### config.mk
export PLATFORM = sky130hd
export DESIGN_NAME = overwriting_queue_with_mean_unit
export DESIGN_NICKNAME = d
export VERILOG_FILES = /design/src/rtl/oqm_pkg.sv /design/src/rtl/overwriting_queue_with_mean_unit.sv
export SDC_FILE = /design/constraint.sdc
export NUM_CORES = 1
export LEC_CHECK = 0
export ABC_CLOCK_PERIOD_IN_PS = 5500
export BUFFER_PORTS_ARGS = -buffer_cell sky130_fd_sc_hd__buf_2
export CAP_MARGIN = 20
export CORE_UTILIZATION = 60
export DETAILED_ROUTE_END_ITERATION = 8
export GPL_TIMING_DRIVEN = 0
export PLACE_DENSITY = 0.85
export REMOVE_ABC_BUFFERS = 1
export SETUP_SLACK_MARGIN = 0.1
export SLEW_MARGIN = 10
export SYNTH_ARGS = -nofsm -noshare
export SYNTH_HDL_FRONTEND = slang
export SYNTH_SLANG_ARGS = --single-unit
### constraint.sdc
create_clock -name clk -period 5.5 [get_ports clk]
set_clock_uncertainty 0.2 [all_clocks]
set_input_delay 1.375 -clock clk [delete_from_list [all_inputs] [get_ports clk]]
set_output_delay 1.375 -clock clk [all_outputs]
set_load 0.005 [all_outputs]
### src/rtl/oqm_pkg.sv
`timescale 1ns / 1ps

package oqm_pkg;

	localparam int SLOTS_DEFAULT = 8;

	localparam int KEY_W    = 12;
	localparam int HEIGHT_W = 8;
	localparam int OCC_W    = 3;
	localparam int QUOT_W   = 8;

	typedef enum logic [1:0] {
		ST_IDLE,
		ST_EXEC,
		ST_DIV,
		ST_DONE
	} state_t;

	localparam logic KIND_INSERT = 1'b0;
	localparam logic KIND_REMOVE = 1'b1;

endpackage

### src/rtl/overwriting_queue_with_mean_unit.sv
`timescale 1ns / 1ps

// Ring queue of SLOTS slots that holds up to SLOTS-1 entries of key and height,
// keys and heights kept in two single-port synchronous memories. An insert
// transaction drops the oldest entry when the queue is full, appends the new
// one and returns the mean stored height rounded half up; a remove transaction
// pops the oldest entry, or flags underflow and changes nothing when the queue
// is empty. Items are handled one at a time: a remove passes through the
// execute and done states, and an insert through execute, the bit-per-cycle
// restoring divider that forms the mean from the running height sum, and done.
// A new transaction is accepted while the previous result still waits in the
// output register.
module overwriting_queue_with_mean_unit
	import oqm_pkg::*;
#(
	parameter int SLOTS = SLOTS_DEFAULT
) (
	input  logic                clk,
	input  logic                arst_n,

	input  logic                item_valid,
	output logic                item_stall,
	input  logic                kind,
	input  logic [KEY_W-1:0]    record_key,
	input  logic [HEIGHT_W-1:0] height,

	output logic                result_valid,
	input  logic                result_stall,
	output logic [QUOT_W-1:0]   mean_height,
	output logic [KEY_W-1:0]    removed_key,
	output logic [HEIGHT_W-1:0] removed_height,
	output logic [OCC_W-1:0]    occupancy,
	output logic                dropped_oldest,
	output logic                underflow
);

	localparam int CW = $clog2(SLOTS);
	localparam int SW = HEIGHT_W + CW;
	localparam int NW = SW + 1;
	localparam int STEP_W = $clog2(QUOT_W);
	localparam logic [CW-1:0] LAST_SLOT = CW'(SLOTS - 1);
	localparam logic [STEP_W-1:0] LAST_STEP = STEP_W'(QUOT_W - 1);

	logic [KEY_W-1:0]    key_mem    [SLOTS];
	logic [HEIGHT_W-1:0] height_mem [SLOTS];

	state_t state_q, state_d;

	logic [CW-1:0] head_q, tail_q, cnt_q;
	logic [SW-1:0] sum_q;

	logic                kind_q;
	logic [KEY_W-1:0]    key_q;
	logic [HEIGHT_W-1:0] height_q;

	logic [KEY_W-1:0]    rd_key_q;
	logic [HEIGHT_W-1:0] rd_height_q;

	logic [NW-1:0]       rem_q;
	logic [NW-1:0]       dsh_q;
	logic [QUOT_W-1:0]   quot_q;
	logic [STEP_W-1:0]   step_q;

	logic [KEY_W-1:0]    rkey_q;
	logic [HEIGHT_W-1:0] rhgt_q;
	logic                drop_q;
	logic                under_q;

	logic item_take;
	logic out_free;
	logic full, empty;
	logic [CW-1:0] head_next, tail_next, cnt_ins;
	logic [SW-1:0] sum_ins, sum_rem;
	logic rem_ge;

	assign item_take  = item_valid && !item_stall;
	assign item_stall = (state_q != ST_IDLE);
	assign out_free   = !result_valid || !result_stall;

	assign full      = (cnt_q == LAST_SLOT);
	assign empty     = (cnt_q == '0);
	assign head_next = (head_q == LAST_SLOT) ? '0 : head_q + 1'b1;
	assign tail_next = (tail_q == LAST_SLOT) ? '0 : tail_q + 1'b1;
	assign cnt_ins   = full ? cnt_q : cnt_q + 1'b1;
	assign sum_rem   = sum_q - SW'(rd_height_q);
	assign sum_ins   = (full ? sum_rem : sum_q) + SW'(height_q);
	assign rem_ge    = (rem_q >= dsh_q);

	// memories: read the head slot on acceptance, write the tail slot on insert
	always_ff @(posedge clk) begin
		if (item_take) begin
			rd_key_q    <= key_mem[head_q];
			rd_height_q <= height_mem[head_q];
		end
		if (state_q == ST_EXEC && kind_q == KIND_INSERT) begin
			key_mem[tail_q]    <= key_q;
			height_mem[tail_q] <= height_q;
		end
	end

	always_ff @(posedge clk or negedge arst_n) begin
		if (!arst_n) begin
			state_q <= ST_IDLE;
		end else begin
			state_q <= state_d;
		end
	end

	always_comb begin
		state_d = state_q;
		unique case (state_q)
			ST_IDLE: begin
				if (item_take) state_d = ST_EXEC;
			end
			ST_EXEC: begin
				state_d = (kind_q == KIND_INSERT) ? ST_DIV : ST_DONE;
			end
			ST_DIV: begin
				if (step_q == LAST_STEP) state_d = ST_DONE;
			end
			ST_DONE: begin
				if (out_free) state_d = ST_IDLE;
			end
			default: state_d = ST_IDLE;
		endcase
	end

	// queue pointers, count and running sum
	always_ff @(posedge clk or negedge arst_n) begin
		if (!arst_n) begin
			head_q <= '0;
			tail_q <= '0;
			cnt_q  <= '0;
			sum_q  <= '0;
		end else if (state_q == ST_EXEC) begin
			if (kind_q == KIND_INSERT) begin
				tail_q <= tail_next;
				cnt_q  <= cnt_ins;
				sum_q  <= sum_ins;
				if (full) head_q <= head_next;
			end else if (!empty) begin
				head_q <= head_next;
				cnt_q  <= cnt_q - 1'b1;
				sum_q  <= sum_rem;
			end
		end
	end

	always_ff @(posedge clk) begin
		if (item_take) begin
			kind_q   <= kind;
			key_q    <= record_key;
			height_q <= height;
		end
	end

	// item execution and restoring divider, one quotient bit per cycle
	always_ff @(posedge clk) begin
		if (state_q == ST_EXEC) begin
			step_q <= '0;
			quot_q <= '0;
			if (kind_q == KIND_INSERT) begin
				rkey_q  <= '0;
				rhgt_q  <= '0;
				drop_q  <= full;
				under_q <= 1'b0;
				// mean rounded half up: (2*sum + n) / (2*n)
				rem_q   <= {sum_ins, 1'b0} + NW'(cnt_ins);
				dsh_q   <= NW'({cnt_ins, 1'b0}) << (QUOT_W - 1);
			end else begin
				drop_q  <= 1'b0;
				under_q <= empty;
				rkey_q  <= empty ? '0 : rd_key_q;
				rhgt_q  <= empty ? '0 : rd_height_q;
			end
		end else if (state_q == ST_DIV) begin
			if (rem_ge) rem_q <= rem_q - dsh_q;
			dsh_q  <= dsh_q >> 1;
			quot_q <= {quot_q[QUOT_W-2:0], rem_ge};
			step_q <= step_q + 1'b1;
		end
	end

	// output register
	always_ff @(posedge clk or negedge arst_n) begin
		if (!arst_n) begin
			result_valid <= 1'b0;
		end else if (state_q == ST_DONE && out_free) begin
			result_valid <= 1'b1;
		end else if (!result_stall) begin
			result_valid <= 1'b0;
		end
	end

	always_ff @(posedge clk) begin
		if (state_q == ST_DONE && out_free) begin
			mean_height    <= quot_q;
			removed_key    <= rkey_q;
			removed_height <= rhgt_q;
			occupancy      <= OCC_W'(cnt_q);
			dropped_oldest <= drop_q;
			underflow      <= under_q;
		end
	end

endmodule

==> reports/metrics.csv, run 1 <==
stage,metric,value,unit
global_routing,initial antenna violation count,0,
floorplanning,Die Ht,151,um
cts,post-cts resize count,0,
floorplanning,initial core utilization,61.1,%
power,register share of total power,38.6,%
placement,# port buffers,59,
logic_synthesis,Yosys cell types,58,
power,sw power,3.39,mW
critical_path,Crit Path Max Fanout,3,
logic_synthesis,synthesized area,13300,um2
power,Net Sw Frac,35.3,%
detailed_routing,final wirelength,26500,um
sta,Final setup viols,0,
logic_synthesis,Syn. warnings,0,
critical_path,CP most frequent cell,o21ai_0,
global_routing,largest net degree at the start of global routing,69,
placement,Detail Placement HPWL,16400,um
critical_path,CP peak stage delay,0.45,ns
global_routing,global-route wire length before repair,41000,um
logic_synthesis,Area contributors post-synth,"edfxtp_1 (63%), mux4_2 (6.8%), dfrtp_1 (4.3%)",
cts,"Setup Fix Bufs, Post-CTS",0,
detailed_routing,initial DRC count,557,
sta,Hold WS,0.219,ns
cts,clock sinks,313,
detailed_routing,vias per cell,6.11,
logic_synthesis,"count leader, synth",edfxtp_1,
logic_synthesis,share of the synthesized area in the top cell type,63.0,%
power,LEAKAGE,5.50,nW
critical_path,CP Capture Type,flop,
sta,Worst Tran Pin Value,0.815,ns
detailed_routing,Routed WL per cell,21.8,um
detailed_routing,post-route ant nets,0,
logic_synthesis,"area leader, netlist",edfxtp_1,
cts,Root Driver,clkbuf_16,
sta,final setup margin,0.937,ns
detailed_routing,via count,7436,
worst_hold_path,HP Class,flop to flop,
cts,CTS tree,done,
placement,RD Place Congestion,0.824,
cells_and_area,Ant. Diodes,0,
critical_path,Top delay family on crit path,compound AO/OA/AOI/OAI gates,
power,Clock power frac,21.8,%
cells_and_area,post-layout net count,986,
logic_synthesis,asr flop ratio synth,7.35,%
global_routing,number of global-route vias before repair,7436,
logic_synthesis,sequential fraction of the synthesis area,69.0,%
cells_and_area,Final Instance Area,15100,um2
cts,clk_lat worst skew,0.57,ns
floorplanning,Die ar.,22800,um2
sta,relative slew slack,45.5,%
logic_synthesis,Post-synth top cells,"edfxtp_1 (279), nor2_1 (51), nand2_1 (49), inv_1 (44), ha_1 (43)",
logic_synthesis,Post-Syn Area per Cell,15.9,um2
placement,Area after DPL,14100,um2
critical_path,Worst path slowest cell,edfxtp_1,
detailed_routing,Pre-antenna DRT Iters,4,
floorplanning,IO Count,60,
critical_path,startpoint type of the worst setup path,flop,
global_routing,Tot GR Track Use,24.2,%
sta,max-slew violations,0,
logic_synthesis,number of synthesized flops with an enable pin,279,
placement,pre-CTS setup slack,1.07,ns
critical_path,"Req. time, crit path",5.62,ns
floorplanning,Die X,151,um
critical_path,CP arrival,4.68,ns
sta,RSZ-0062 raised after global routing,false,
power,PwrDens,633,nW/um2
power,worst vdd ir,0.365,mV
sta,fin crit period,4.56,ns
critical_path,worst path cell trace,"inv_1, ha_1, nor2b_1, o31a_1, o21ai_0, a21boi_0, o21ai_0, a21boi_0, o31ai_1, ha_1, o21a_1, o21ai_0, a21boi_0, o21ai_0, xnor2_1, mux2_2",
logic_synthesis,Cells after Synth,837,
cts,CTS Buf Count,31,
cts,cts hold-fix bufs,0,
sta,Max Freq,0.219,GHz
cts,clock-pin slew on the worst setup and hold paths,0.06,ns
run_status,status,"complete, no violations",
global_routing,"Remaining Overflow, GRT",0,
cells_and_area,Layout area overhead,13.9,%
logic_synthesis,Most used DFF post-synth,edfxtp_1,
floorplanning,Core ar.,21800,um2
sta,Final period util,83.0,%
sta,Final Hold Viols,0,
run,MaxCap Viol Count,0,
cells_and_area,layout cells sized above 1,22.4,%
critical_path,critical path class,flop to flop,
logic_synthesis,Yosys reg bits,313,
cts,# H-tree levels,1,
power,Logic pwr share,39.6,%
critical_path,WP buf/inv,1,
power,Pint,6.20,mW
cts,CTS Buffer Depth,3,
detailed_routing,Residual DRC,0,
floorplanning,FP Rows,54,
registers in the layout (all words and copies together), names as in the netlist, 11 cells and up:
| register | count |
|---|---|
| sum_q | 11 |
| rem_q | 12 |
| dsh_q | 11 |
| key_mem | 96 |
| rd_key_q | 12 |
| removed_key | 12 |
| height_mem | 64 |
| rkey_q | 12 |
| key_q | 12 |
kinds of logic after synthesis:
kind of cell	share of synthesized area [%]
AO/OA/AOI/OAI	5.86
flip-flops	69.0
adder cells (fa/ha/maj)	4.65
XOR/XNOR	1.64
buffers and inverters	2.00
AND/OR/NAND/NOR	6.86
multiplexers	10.0
cells in the final DEF, fill, tap and decap left out, drive strengths merged, types with 5 or more instances in the layout:
cell / count
edfxtp: 279
buf: 71
nor2: 51
nand2: 50
inv: 48
ha: 43
mux4: 40
o21ai: 35
clkbuf: 33
mux2: 27
and2: 23
dfrtp: 23
a21oi: 20
xnor2: 18
clkinv: 14
mux2i: 13
nand3: 12
nor3: 12
dfxtp: 11
a21o: 10
a21boi: 10
o21a: 9
o31ai: 9
nand4: 6
xor2: 6
nor2b: 5
through the flow:
step                utilization [%]  total power, mW  instances  TNS (ns)
floorplan                         -             6.35        810         0
global placement               63.6             7.18       1149   -261.60
detailed placement             65.0             7.47       1161         0
CTS                            69.6             9.61       1217         0
global route                   69.6             10.1       1217         0
finish                         69.6             9.59       1217         0
final cells by class:
class,instances,area [um2]
Fill cell,1332,6610
Clock buffer,33,793
Timing Repair Buffer,71,490
Sequential cell,313,9180
Inverter,44,165
Tap cell,280,350
Multi-Input combinational cell,453,3950
Clock inverter,23,223
power groups by stage:
stage,Clock (mW),Sequential [mW],Combinational (mW)
2_1_floorplan,0,3.71,2.65
3_3_place_gp,0,3.83,3.35
3_5_place_dp,0,3.74,3.72
4_1_cts,2.11,3.70,3.79
5_1_grt,2.20,3.75,4.18
6_report,2.09,3.70,3.80
worst paths after layout:
kind | startpoint | to | slack, ns | depth (start not counted)
worst max-delay path | rd_height_q[1] | rem_q[10] | 0.94 | 16
worst min-delay path | rhgt_q[6] | removed_height[6] | 0.22 | 0
worst max register to register | rd_height_q[1] | rem_q[10] | 0.94 | 16
worst min register to register | rhgt_q[6] | removed_height[6] | 0.22 | 0
max in group asynchronous | arst_n | head_q[0] | 3.98 | 1
min in group asynchronous | arst_n | result_valid | 0.62 | 1
metal layers:
metal / track usage (%) / part of all wire, % / vias up
li1: - / - / 3358
met1: 32.3 / 40 / 3692
met2: 40.8 / 51 / 329
met3: 3.83 / 7.2 / 57
met4: 8.40 / 2.7 / 0
met5: 0 / 0 / -
Note: power is estimated with default switching activity, not from simulation.
==> run 2: changes to the inputs <==
--- a/config.mk
+++ b/config.mk
@@ -5,7 +5,7 @@
 export SDC_FILE = /design/constraint.sdc
 export NUM_CORES = 1
 export LEC_CHECK = 0
-export ABC_CLOCK_PERIOD_IN_PS = 5500
+export ABC_CLOCK_PERIOD_IN_PS = 4600
 export BUFFER_PORTS_ARGS = -buffer_cell sky130_fd_sc_hd__buf_2
 export CAP_MARGIN = 20
 export CORE_UTILIZATION = 60
==> constraint.sdc (replaced) <==
create_clock -name clk -period 4.6 [get_ports clk]
set_clock_uncertainty 0.2 [all_clocks]
set_input_delay 1.15 -clock clk [delete_from_list [all_inputs] [get_ports clk]]
set_output_delay 1.15 -clock clk [all_outputs]
set_load 0.005 [all_outputs]
==> run 2 against run 1 <==
  * Worst setup slack got worse by 0.67 ns
  * Register-to-register slack got worse by 0.67 ns
  * Utilization increased by 0.17 points
  * Cell count unchanged
  * Highest routed layer unchanged
  * Critical endpoint unchanged
==> reports/metrics.csv, run 2 (synthesis gave the netlist of run 1 again) <==
stage,metric,value,unit,change
run_status,status,"complete, no violations",,
cts,"Setup Fix Bufs, Post-CTS",0,,unchanged
cts,CTS Buffer Depth,3,,unchanged
cts,clock-pin slew on the worst setup and hold paths,0.06,ns,about the same
cts,Root Driver,clkbuf_16,,
global_routing,Tot GR Track Use,24.2,%,unchanged
power,worst vdd ir,0.434,mV,+19%
cts,CTS Buf Count,31,,unchanged
cells_and_area,Ant. Diodes,0,,unchanged
cts,post-cts resize count,0,,unchanged
cts,# H-tree levels,1,,unchanged
detailed_routing,post-route ant nets,0,,unchanged
critical_path,reg-to-reg startpoint,sum_q[0],,
detailed_routing,final wirelength,26700,um,+0.68%
floorplanning,Die Ht,151,um,unchanged
sta,final setup margin,0.263,ns,-0.673 ns
floorplanning,Core ar.,21800,um2,unchanged
power,LEAKAGE,5.50,nW,about the same
cells_and_area,"commonest non-fill, non-tap cell in the layout",edfxtp_1,,
placement,Area after DPL,14100,um2,unchanged
sta,relative slew slack,45.1,%,-0.43 points
floorplanning,IO Count,60,,unchanged
worst_hold_path,Hold Path Sink,removed_height[6],,
critical_path,CP arrival,4.46,ns,-0.22 ns
critical_path,reg2reg end,rem_q[10],,
worst_hold_path,hold path depth,0,,unchanged
global_routing,largest net degree at the start of global routing,69,,unchanged
critical_path,CP peak stage delay,0.44,ns,about the same
cells_and_area,number of flip-flops in the largest register,96,,unchanged
critical_path,Worst Setup SP,sum_q[0],,
power,PwrDens,759,nW/um2,+20%
global_routing,initial antenna violation count,0,,unchanged
sta,RSZ-0062 raised after global routing,false,,
global_routing,number of global-route vias before repair,7436,,unchanged
detailed_routing,vias per cell,6.13,,+0.27%
detailed_routing,Residual DRC,0,,unchanged
power,Pint,7.45,mW,+20%
floorplanning,FP Rows,54,,unchanged
critical_path,worst path cell trace,"inv_1, ha_1, fa_2, nor2b_2, o21a_1, nor2_1, xnor2_1, mux2_2, ha_4, o21ai_0, a21boi_0, o22a_1, a21oi_1, or4_4, and2_1, xnor2_1, mux2_2",,
critical_path,critical path class,flop to flop,,
sta,Worst Tran Pin Value,0.822,ns,+0.00639 ns
critical_path,WP buf/inv,1,,unchanged
worst_hold_path,hold_sp,rhgt_q[6],,
detailed_routing,Pre-antenna DRT Iters,5,,+1
run,MaxCap Viol Count,0,,unchanged
critical_path,"Req. time, crit path",4.72,ns,-0.90 ns
critical_path,Worst path slowest cell,or4_4,,
cells_and_area,Layout fillers,1322,,-0.75%
cells_and_area,"commonest non-fill, non-tap cells in the layout","edfxtp_1 (279), buf_2 (59), nand2_1 (49)",,
placement,# port buffers,59,,unchanged
cells_and_area,Layout area overhead,14.1,%,
sta,Final period util,94.3,%,+11 points
cts,clock sinks,313,,unchanged
critical_path,Top delay family on crit path,adder cells,,
cells_and_area,Final Instance Area,15200,um2,+0.25%
power,Clock power frac,21.7,%,about the same
floorplanning,Die ar.,22800,um2,unchanged
cts,clk_lat worst skew,0.57,ns,about the same
critical_path,Reg2Reg Setup Slack,0.26,ns,-0.67 ns
cells_and_area,"Most flops, register",key_mem,,
cts,CTS tree,done,,
critical_path,Crit Path Max Fanout,4,,+1
floorplanning,initial core utilization,61.1,%,unchanged
worst_hold_path,HP Class,flop to flop,,
placement,pre-CTS setup slack,0.170,ns,-0.900 ns
cells_and_area,flip-flop and latch area,9180,um2,unchanged
placement,Detail Placement HPWL,16400,um,unchanged
power,register share of total power,38.4,%,-0.2 points
detailed_routing,initial DRC count,606,,+8.8%
placement,RD Place Congestion,0.824,,unchanged
cells_and_area,layout cells sized above 1,23.3,%,+0.85 points
detailed_routing,Routed WL per cell,21.9,um,+0.68%
floorplanning,Die X,151,um,unchanged
power,Net Sw Frac,35.4,%,+0.047 points
detailed_routing,via count,7456,,+0.27%
sta,Final Hold Viols,0,,unchanged
cts,cts hold-fix bufs,0,,unchanged
power,Logic pwr share,39.9,%,+0.3 points
critical_path,Worst R2R Path Depth,17,,+1
sta,Final setup viols,0,,unchanged
sta,fin crit period,4.34,ns,-0.227 ns
cells_and_area,footprint of the multi-input gates,3980,um2,+0.95%
sta,Max Freq,0.231,GHz,+5.2%
critical_path,startpoint type of the worst setup path,flop,,
power,sw power,4.08,mW,+20%
cells_and_area,post-layout net count,986,,unchanged
cells_and_area,biggest regs,"key_mem x96, height_mem x64",,
sta,max-slew violations,0,,unchanged
global_routing,"Remaining Overflow, GRT",0,,unchanged
critical_path,CP Capture Type,flop,,
power,Design Power,11.5,mW,+20%
global_routing,global-route wire length before repair,41000,um,unchanged
-- run 2: power by group through the flow --
stage	clock, mW	sequential, mW	combinational, mW
after detailed placement	0	4.47	4.45
after global routing	2.63	4.49	5.06
after global placement	0	4.58	4.00
after floorplan	0	4.43	3.16
after CTS	2.53	4.43	4.53
final	2.50	4.43	4.60
-- run 2: worst max path at each step --
stage                     slack, ns  cells after the start          endpoint
after floorplan               -0.31                      5  height_mem[0][0]
after global placement        -3.30                      6     key_mem[1][2]
after detailed placement       0.17                     16         rem_q[10]
after CTS                      0.11                     17         rem_q[10]
after global routing           0.09                     17         rem_q[10]
final                          0.26                     17         rem_q[10]
-- run 2: through the flow --
stage | cells | hold WS [ns] | utilization (%) | setup TNS, ns
6_report | 1217 | 0.218 | 69.8 | 0
5_1_grt | 1217 | 0.228 | 69.8 | 0
4_1_cts | 1217 | 0.219 | 69.6 | 0
3_5_place_dp | 1161 | 0.205 | 65.0 | 0
3_3_place_gp | 1149 | 0.201 | 63.6 | -441.60
2_1_floorplan | 810 | 0.200 | - | -11.53
-- run 2: worst register-to-register path, cell delays in order, from the launching register on --
cell and delay, ns:
dfrtp_1 0.38, inv_1 0.06, ha_1 0.25, fa_2 0.39, nor2b_2 0.18, o21a_1 0.15
nor2_1 0.05, xnor2_1 0.16, mux2_2 0.31, ha_4 0.30, o21ai_0 0.08, a21boi_0 0.19
o22a_1 0.21, a21oi_1 0.14, or4_4 0.44, and2_1 0.20, xnor2_1 0.13, mux2_2 0.27
-- run 2: layout make-up --
class                           instances  share of cell area, %
Tap cell                              280                   2.31
Sequential cell                       313                   60.4
Inverter                               44                   1.09
Multi-Input combinational cell        453                   26.2
Clock buffer                           33                   5.22
Clock inverter                         23                   1.47
Timing Repair Buffer                   71                   3.23
-- run 2: per-layer routing --
layer / track usage [%] / vias up / wire length [um]
li1: - / 3355 / -
met1: 32.3 / 3715 / 10600
met2: 40.8 / 329 / 13500
met3: 3.83 / 57 / 1890
met4: 8.40 / 0 / 711
met5: 0 / - / 0
==> run 3: changes to the inputs <==
==> constraint.sdc (replaced) <==
create_clock -name clk -period 4.6 [get_ports clk]
set_clock_uncertainty 0.2 [all_clocks]
set_input_delay 0.23 -clock clk [delete_from_list [all_inputs] [get_ports clk]]
set_output_delay 0.23 -clock clk [all_outputs]
set_load 0.005 [all_outputs]
==> run 3 against run 2 <==
  * Cell count grew 2.0%
  * Global-route usage up 0.79 points
  * Via count up 2.4%
  * Sequential power about the same
  * Utilization is 1.1 points higher
  * Clock power is essentially flat
  * Count of clock-buffer cells in the layout unchanged
  * Worst setup slack worse by 0.019 ns
  * Sequential share of layout area is 0.93 points lower
  * Non-clock buffer count rose by 24
  * Cell area up 1.6%
  * First-iteration DRC count grew 16%
  * Largest cell class unchanged
==> reports/metrics.csv, run 3 (synthesis gave the netlist of run 1 again) <==
stage,metric,value,unit,change
floorplanning,Die Ht,151,um,unchanged
global_routing,Tot GR Track Use,25.0,%,+0.79 points
power,Design Power,11.6,mW,+0.46%
worst_hold_path,HP Class,primary input to async pin,,
power,LEAKAGE,5.60,nW,+1.8%
cells_and_area,Layout fillers,1294,,-2.1%
sta,max-slew violations,0,,unchanged
sta,Max Freq,0.230,GHz,-0.45%
critical_path,WP buf/inv,1,,unchanged
cts,CTS Buffer Depth,3,,unchanged
cells_and_area,number of flip-flops in the largest register,96,,unchanged
cells_and_area,"commonest non-fill, non-tap cells in the layout","edfxtp_1 (279), buf_2 (59), nand2_1 (49)",,
detailed_routing,initial DRC count,702,,+16%
sta,fin crit period,4.36,ns,+0.0194 ns
cts,CTS tree,done,,
critical_path,reg-to-reg startpoint,rd_height_q[1],,
critical_path,CP arrival,4.47,ns,about the same
detailed_routing,Pre-antenna DRT Iters,5,,unchanged
sta,Final setup viols,0,,unchanged
detailed_routing,via count,7638,,+2.4%
floorplanning,Core ar.,21800,um2,unchanged
sta,Final period util,94.7,%,+0.42 points
detailed_routing,Residual DRC,0,,unchanged
detailed_routing,final wirelength,27600,um,+3.2%
cts,Root Driver,clkbuf_16,,
cells_and_area,flip-flop and latch area,9180,um2,unchanged
placement,Detail Placement HPWL,16400,um,unchanged
cts,clock-pin slew on the worst setup and hold paths,0.06,ns,about the same
cells_and_area,Ant. Diodes,0,,unchanged
global_routing,initial antenna violation count,0,,unchanged
critical_path,critical path class,flop to flop,,
run_status,status,"complete, no violations",,
power,worst vdd ir,0.437,mV,+0.88%
critical_path,startpoint type of the worst setup path,flop,,
cells_and_area,Final Instance Area,15400,um2,+1.6%
cells_and_area,Layout area overhead,15.9,%,
floorplanning,Die X,151,um,unchanged
critical_path,CP Capture Type,flop,,
global_routing,global-route wire length before repair,42100,um,+2.8%
cts,# H-tree levels,1,,unchanged
floorplanning,FP Rows,54,,unchanged
detailed_routing,Routed WL per cell,22.2,um,+1.2%
critical_path,Top delay family on crit path,compound AO/OA/AOI/OAI gates,,
global_routing,largest net degree at the start of global routing,69,,unchanged
critical_path,worst path cell trace,"inv_1, ha_1, nor2b_2, o31a_1, o21ai_1, nand2_1, nor2_1, nor2_1, mux2_2, ha_1, o21ai_0, a21boi_0, o22a_1, a21oi_1, or4_4, and2_1, xnor2_1, mux2_2",,
critical_path,Worst Setup SP,rd_height_q[1],,
global_routing,"Remaining Overflow, GRT",0,,unchanged
cts,clk_lat worst skew,0.57,ns,about the same
cells_and_area,"commonest non-fill, non-tap cell in the layout",edfxtp_1,,
cells_and_area,post-route insts no fill,1241,,+2.0%
floorplanning,IO Count,60,,unchanged
cells_and_area,layout cells sized above 1,22.8,%,-0.48 points
placement,RD Place Congestion,0.824,,unchanged
placement,Area after DPL,14100,um2,unchanged
cts,CTS Buf Count,31,,unchanged
cts,clock sinks,313,,unchanged
critical_path,Crit Path Max Fanout,4,,unchanged
sta,RSZ-0062 raised after global routing,false,,
sta,Worst Tran Pin Value,0.821,ns,-0.000442 ns
detailed_routing,vias per cell,6.15,,+0.46%
placement,# port buffers,59,,unchanged
critical_path,"Req. time, crit path",4.71,ns,about the same
detailed_routing,post-route ant nets,0,,unchanged
cells_and_area,post-layout net count,1010,,+2.4%
placement,DP Cell Count,1161,,unchanged
sta,Final Hold Viols,0,,unchanged
cells_and_area,footprint of the multi-input gates,3980,um2,unchanged
run,MaxCap Viol Count,0,,unchanged
cells_and_area,"Most flops, register",key_mem,,
sta,Setup TNS Final,0,ns,unchanged
sta,relative slew slack,45.1,%,about the same
power,PwrDens,751,nW/um2,-1.1%
critical_path,Worst path slowest cell,or4_4,,
cells_and_area,biggest regs,"key_mem x96, height_mem x64",,
critical_path,CP peak stage delay,0.44,ns,about the same
floorplanning,initial core utilization,61.1,%,unchanged
global_routing,number of global-route vias before repair,7624,,+2.5%
floorplanning,Die ar.,22800,um2,unchanged
## run 3: changes by cell type in the layout (fill, tap and decap cells not counted)
cell / previous run / this run
dlygate4sd3_1: 0 / 23
a21boi_0: 7 / 6
a21boi_1: 1 / 2
buf_4: 3 / 4
## run 3: area by class of cell
class / count / share of cell area (%)
flip-flops and latches: 313 / 59.5
multi-input cells: 453 / 25.8
clock buffers: 33 / 5.14
repair buffers: 95 / 4.72
well taps: 280 / 2.27
clock inverters: 23 / 1.44
inverters: 44 / 1.07
## run 3: timing repair
| action | in CTS | in global routing |
|---|---|---|
| buffers inserted | 0 | 1 |
| resized for setup | 0 | 12 |
| endpoints found under the hold margin | 53 | 0 |
| hold buffers | 23 | 0 |
| setup endpoints to repair | 0 | 4 |
## run 3: metrics by stage
step	setup WS (ns)	hold slack [ns]	util, %
after global routing	0.102	0.0634	70.9
after global placement	-3.30	0.0614	63.6
final	0.244	0.0171	70.9
after floorplan	-0.313	-0.266	-
after CTS	0.111	0.0155	70.7
after detailed placement	0.170	0.0656	65.0
## run 3: worst paths after layout
path | depth (start not counted) | endpoint | slack [ns]
worst min-delay path | 2 | result_valid | 0.02
min in group clk | 3 | state_q[1] | 0.13
max in group asynchronous | 2 | head_q[0] | 3.70
worst max register to register | 18 | rem_q[10] | 0.24
worst min register to register | 0 | removed_height[6] | 0.22
worst max-delay path | 18 | rem_q[10] | 0.24
## run 3: worst register-to-register path, delay by kind of cell, from the launching register on
family / cells / cell delay [ns]
AOI/OAI and AO/OA: 6 / 1.12
and+or+nand+nor: 6 / 1.05
adders and majority gates: 2 / 0.56
muxes: 2 / 0.55
DFF: 1 / 0.43
xor gates and xnor gates: 1 / 0.13
buffers and inverters: 1 / 0.09
## run 3: report_power, final
group          internal, mW  total (mW)  switching [mW]
clock                  1.43        2.50            1.07
combinational          2.03        4.65            2.62
sequential             4.00        4.43           0.424
total                  7.47        11.6            4.11
## run 3: per-layer routing
metal / global-route usage, % / vias up / routed length [um]
met4: 9.90 / 0 / 869
met3: 3.89 / 66 / 1850
met1: 33.2 / 3825 / 10800
met2: 41.8 / 336 / 14000
met5: 0 / - / 0
li1: - / 3411 / -
